$ cat src/hcr_ram.sv
// ----------------------------------------------------------------------------
// hcr_ram
// Simple dual-port synchronous RAM with registered read.
// ----------------------------------------------------------------------------
`timescale 1ns / 1ps
`default_nettype none

module hcr_ram #(
  parameter int DEPTH = 64,
  parameter int AW    = 6,
  parameter int DW    = 8
) (
  input  logic          clk,
  input  logic          we,
  input  logic [AW-1:0] waddr,
  input  logic [DW-1:0] wdata,
  input  logic          re,
  input  logic [AW-1:0] raddr,
  output logic [DW-1:0] rdata
);

  logic [DW-1:0] mem [DEPTH];

  always_ff @(posedge clk) begin
    if (we) begin
      mem[waddr] <= wdata;
    end
  end

  always_ff @(posedge clk) begin
    if (re) begin
      rdata <= mem[raddr];
    end
  end

endmodule

`default_nettype wire

$ cat config.mk
export PLATFORM = sky130hd
export DESIGN_NAME = hcr_ram
export DESIGN_NICKNAME = d
export VERILOG_FILES = /design/src/hcr_ram.sv
export SDC_FILE = /design/constraint.sdc
export NUM_CORES = 1
export LEC_CHECK = 0
export ABC_AREA = 1
export BUFFER_PORTS_ARGS = -buffer_cell sky130_fd_sc_hd__buf_2
export CAP_MARGIN = 25
export CORE_MARGIN = 2
export CORE_UTILIZATION = 48
export DETAILED_ROUTE_END_ITERATION = 10
export PLACE_DENSITY = 0.63
export SETUP_SLACK_MARGIN = 0.3
export SLEW_MARGIN = 40
export SYNTH_ARGS = -nofsm -noshare
export SYNTH_HDL_FRONTEND = slang
export SYNTH_SLANG_ARGS = --single-unit
$ cat constraint.sdc
create_clock -name clk -period 1.7 [get_ports clk]
set_input_delay 0.085 -clock clk [delete_from_list [all_inputs] [get_ports clk]]
set_output_delay 0.085 -clock clk [all_outputs]
set_load 0.005 [all_outputs]
==> flow_summary.ini <==
[floorplan]
rows = 77
start_util_pct = 48.5
coreArea_mm2 = 0.0441
die_height_um = 215
fp.dieArea_mm2 = 0.0463
dieWidth_um = 215
num_io_pins = 31

[setup_path]
worst_setup_path_end_kind = flop
crit_path_max_fanout = 1
arrival_ps = 1720
ff2ff_setup_slack_ps = 330
critPathLaunchType = flop
r2r-start = mem[52][3]$_DFFE_PP_
rr_endpoint = rdata[3]$_DFFE_PP_
crit_buf_inv = 0
worstPathCellList = nand2_1, nand3_2, nand3_2, nand2_1, nand2_1, nand3_2, nand3_4, nand2_2
rr_worst_depth = 8
critPathKind = reg2reg
cpPeakStageDelay_ps = 370
worstPathRequired_ps = 2050
crit_family = simple AND/OR/NAND/NOR gates
slowest_stage = edfxtp_1

[clocking]
cts_buffers = 52
cts.sinks = 520
h-tree-depth = 2
cts_setup_buffers = 0
cts_root_buffer = clkbuf_16
cts.path.max_buffers = 3
cts_tree = done
clk_pin_slew_ps = 60
clock_latency_ps = 610

[yosys]
synth_area_leaders = edfxtp_1, nand2_1, nand3_1
synthDistinctLibCells = 15
synth_seq_cells = 520
ys_seq_area_share_pct = 72.9
synth_cells = 1805
post_synth.cell_area_avg_um2 = 11.9
ys_warn_count = 0
synth_fp_nets = 1828
synth_area_mm2 = 0.0214
synth_top_area_share_pct = 72.9
synth_top_area_cell = edfxtp_1

[global_route]
antenna_found_initial = 3
grt_use_total_pct = 23.8
grt_max_degree = 65
grt_pass1_wl_um = 83100
grt_remaining_overflow = 0
grt_pass1_vias = 14000

[sta]
relSlewSlack_pct = 46.7
hold_viol = 0
rsz0062_at_grt = yes
worst_slew_pin_slew_ps = 799
setup_viol = 0
period_share_pct = 80.9
fin_setup_tns_ps = 0
finalCriticalPeriod_ps = 1370
drv_slew = 0
fmax_mhz = 727
timing.final.ws_setup_ps = 325
final.setup_skew_ps = 27.5

[cells_and_area]
drive_gt1_share_pct = 17.4
diodes = 0
stdcell_area_mm2 = 0.0250
post-route-util_pct = 56.6
layout_commonest_cell = nand2_1
fin_cells = 2527
syn_to_final_growth_pct = 16.7
layout_common_cells = nand2_1, edfxtp_1, nand3_1
finalNetCount = 1920

[routing]
ant_nets = 0
drt-total-wl_um = 54700
drt_pass1_iterations = 5
viasPerCell = 5.57
drt_iter0_drc = 1573
via_count = 14100
drc = 0
routedWlPerCell_um = 21.6

[placement]
dpl.cell_count = 2426
place_area_mm2 = 0.0229
io_buffers = 30
place_congestion = 0.838
post-place-ws_ps = -161
dp_hpwl_um = 32200

[hold_path]
hp-start = wdata[2]
min-delay-path-class = in2reg
worstHoldPathCells = 2
hold-path-endpoint = mem[22][2]$_DFFE_PP_

[status]
status = finished, final reports clean

[run]
drv_cap = 0

[pwr]
p_leak_nw = 9.04
ir_drop_uv = 889
power_density_mw_per_mm2 = 1090
per-layer routing:
metal	routed length, um	share of wire (%)	vias up	track usage, %
li1	-	-	6550	-
met4	1570	2.9	4	7.82
met1	22800	42	6846	32.3
met3	4620	8.4	117	5.56
met2	25700	47	554	38.0
met5	24	0.044	-	0
metrics by stage:
step | total power, mW | hold slack, ps
6_report | 27.4 | 21.2
4_1_cts | 27.4 | 1.64
3_5_place_dp | 16.3 | 497
5_1_grt | 28.2 | 15.4
3_3_place_gp | 16.3 | 491
2_1_floorplan | 15.6 | 184
worst register-to-register path, cell delays in order, from the launching register on:
cell	delay [ps]
edfxtp_1	370
nand2_1	90
nand3_2	100
nand3_2	100
nand2_1	70
nand2_1	90
nand3_2	130
nand3_4	120
nand2_2	60
power by group:
part           switching [mW]  internal (mW)
registers              0.0369           14.2
clock network            4.74           6.43
logic                    1.35          0.574
area by class of cell:
class,instances,area (um^2)
multi-input combinational,1160,5490
fill,3690,19100
inverter,12,66.3
sequential,520,15600
tap,592,741
timing repair buffer,151,1440
clock inverter,30,275
clock buffer,62,1360
registers in the layout (all words and copies together), names as in the netlist:
name,flops
mem,512
rdata,8
cells by family (layout without fill, tap and decap cells):
logic type	Yosys count	after routing	synth area share, %
flip-flops	520	520	72.9
AND/OR/NAND/NOR	1160	1160	23.1
buffers and inverters	125	255	4.01
repair_timing:
action,CTS,global route
hold buffers,9,0
setup endpoints to repair,7,8
resized for setup,11,70
pin swaps,2,21
hold endpoints to repair,59,0
worst max path at each step:
stage                               from                   end  slack [ps]  cells after the start
floorplan                             we  mem[48][0]$_DFFE_PP_          60                      3
global placement                raddr[0]    rdata[3]$_DFFE_PP_        -140                     12
detailed placement              raddr[0]    rdata[3]$_DFFE_PP_        -160                     12
CTS                 mem[30][3]$_DFFE_PP_    rdata[3]$_DFFE_PP_         280                      8
global route        mem[46][5]$_DFFE_PP_    rdata[5]$_DFFE_PP_         260                      8
finish              mem[52][3]$_DFFE_PP_    rdata[3]$_DFFE_PP_         330                      8
cell usage after synthesis (all sizes together):
cell    instances
nand2         648
edfxtp        520
nor2           56
nor4            8
inv            12
nand3         439
buf            98
nand4           9
clkbuf         15
Power figures use the tool's default switching activity.
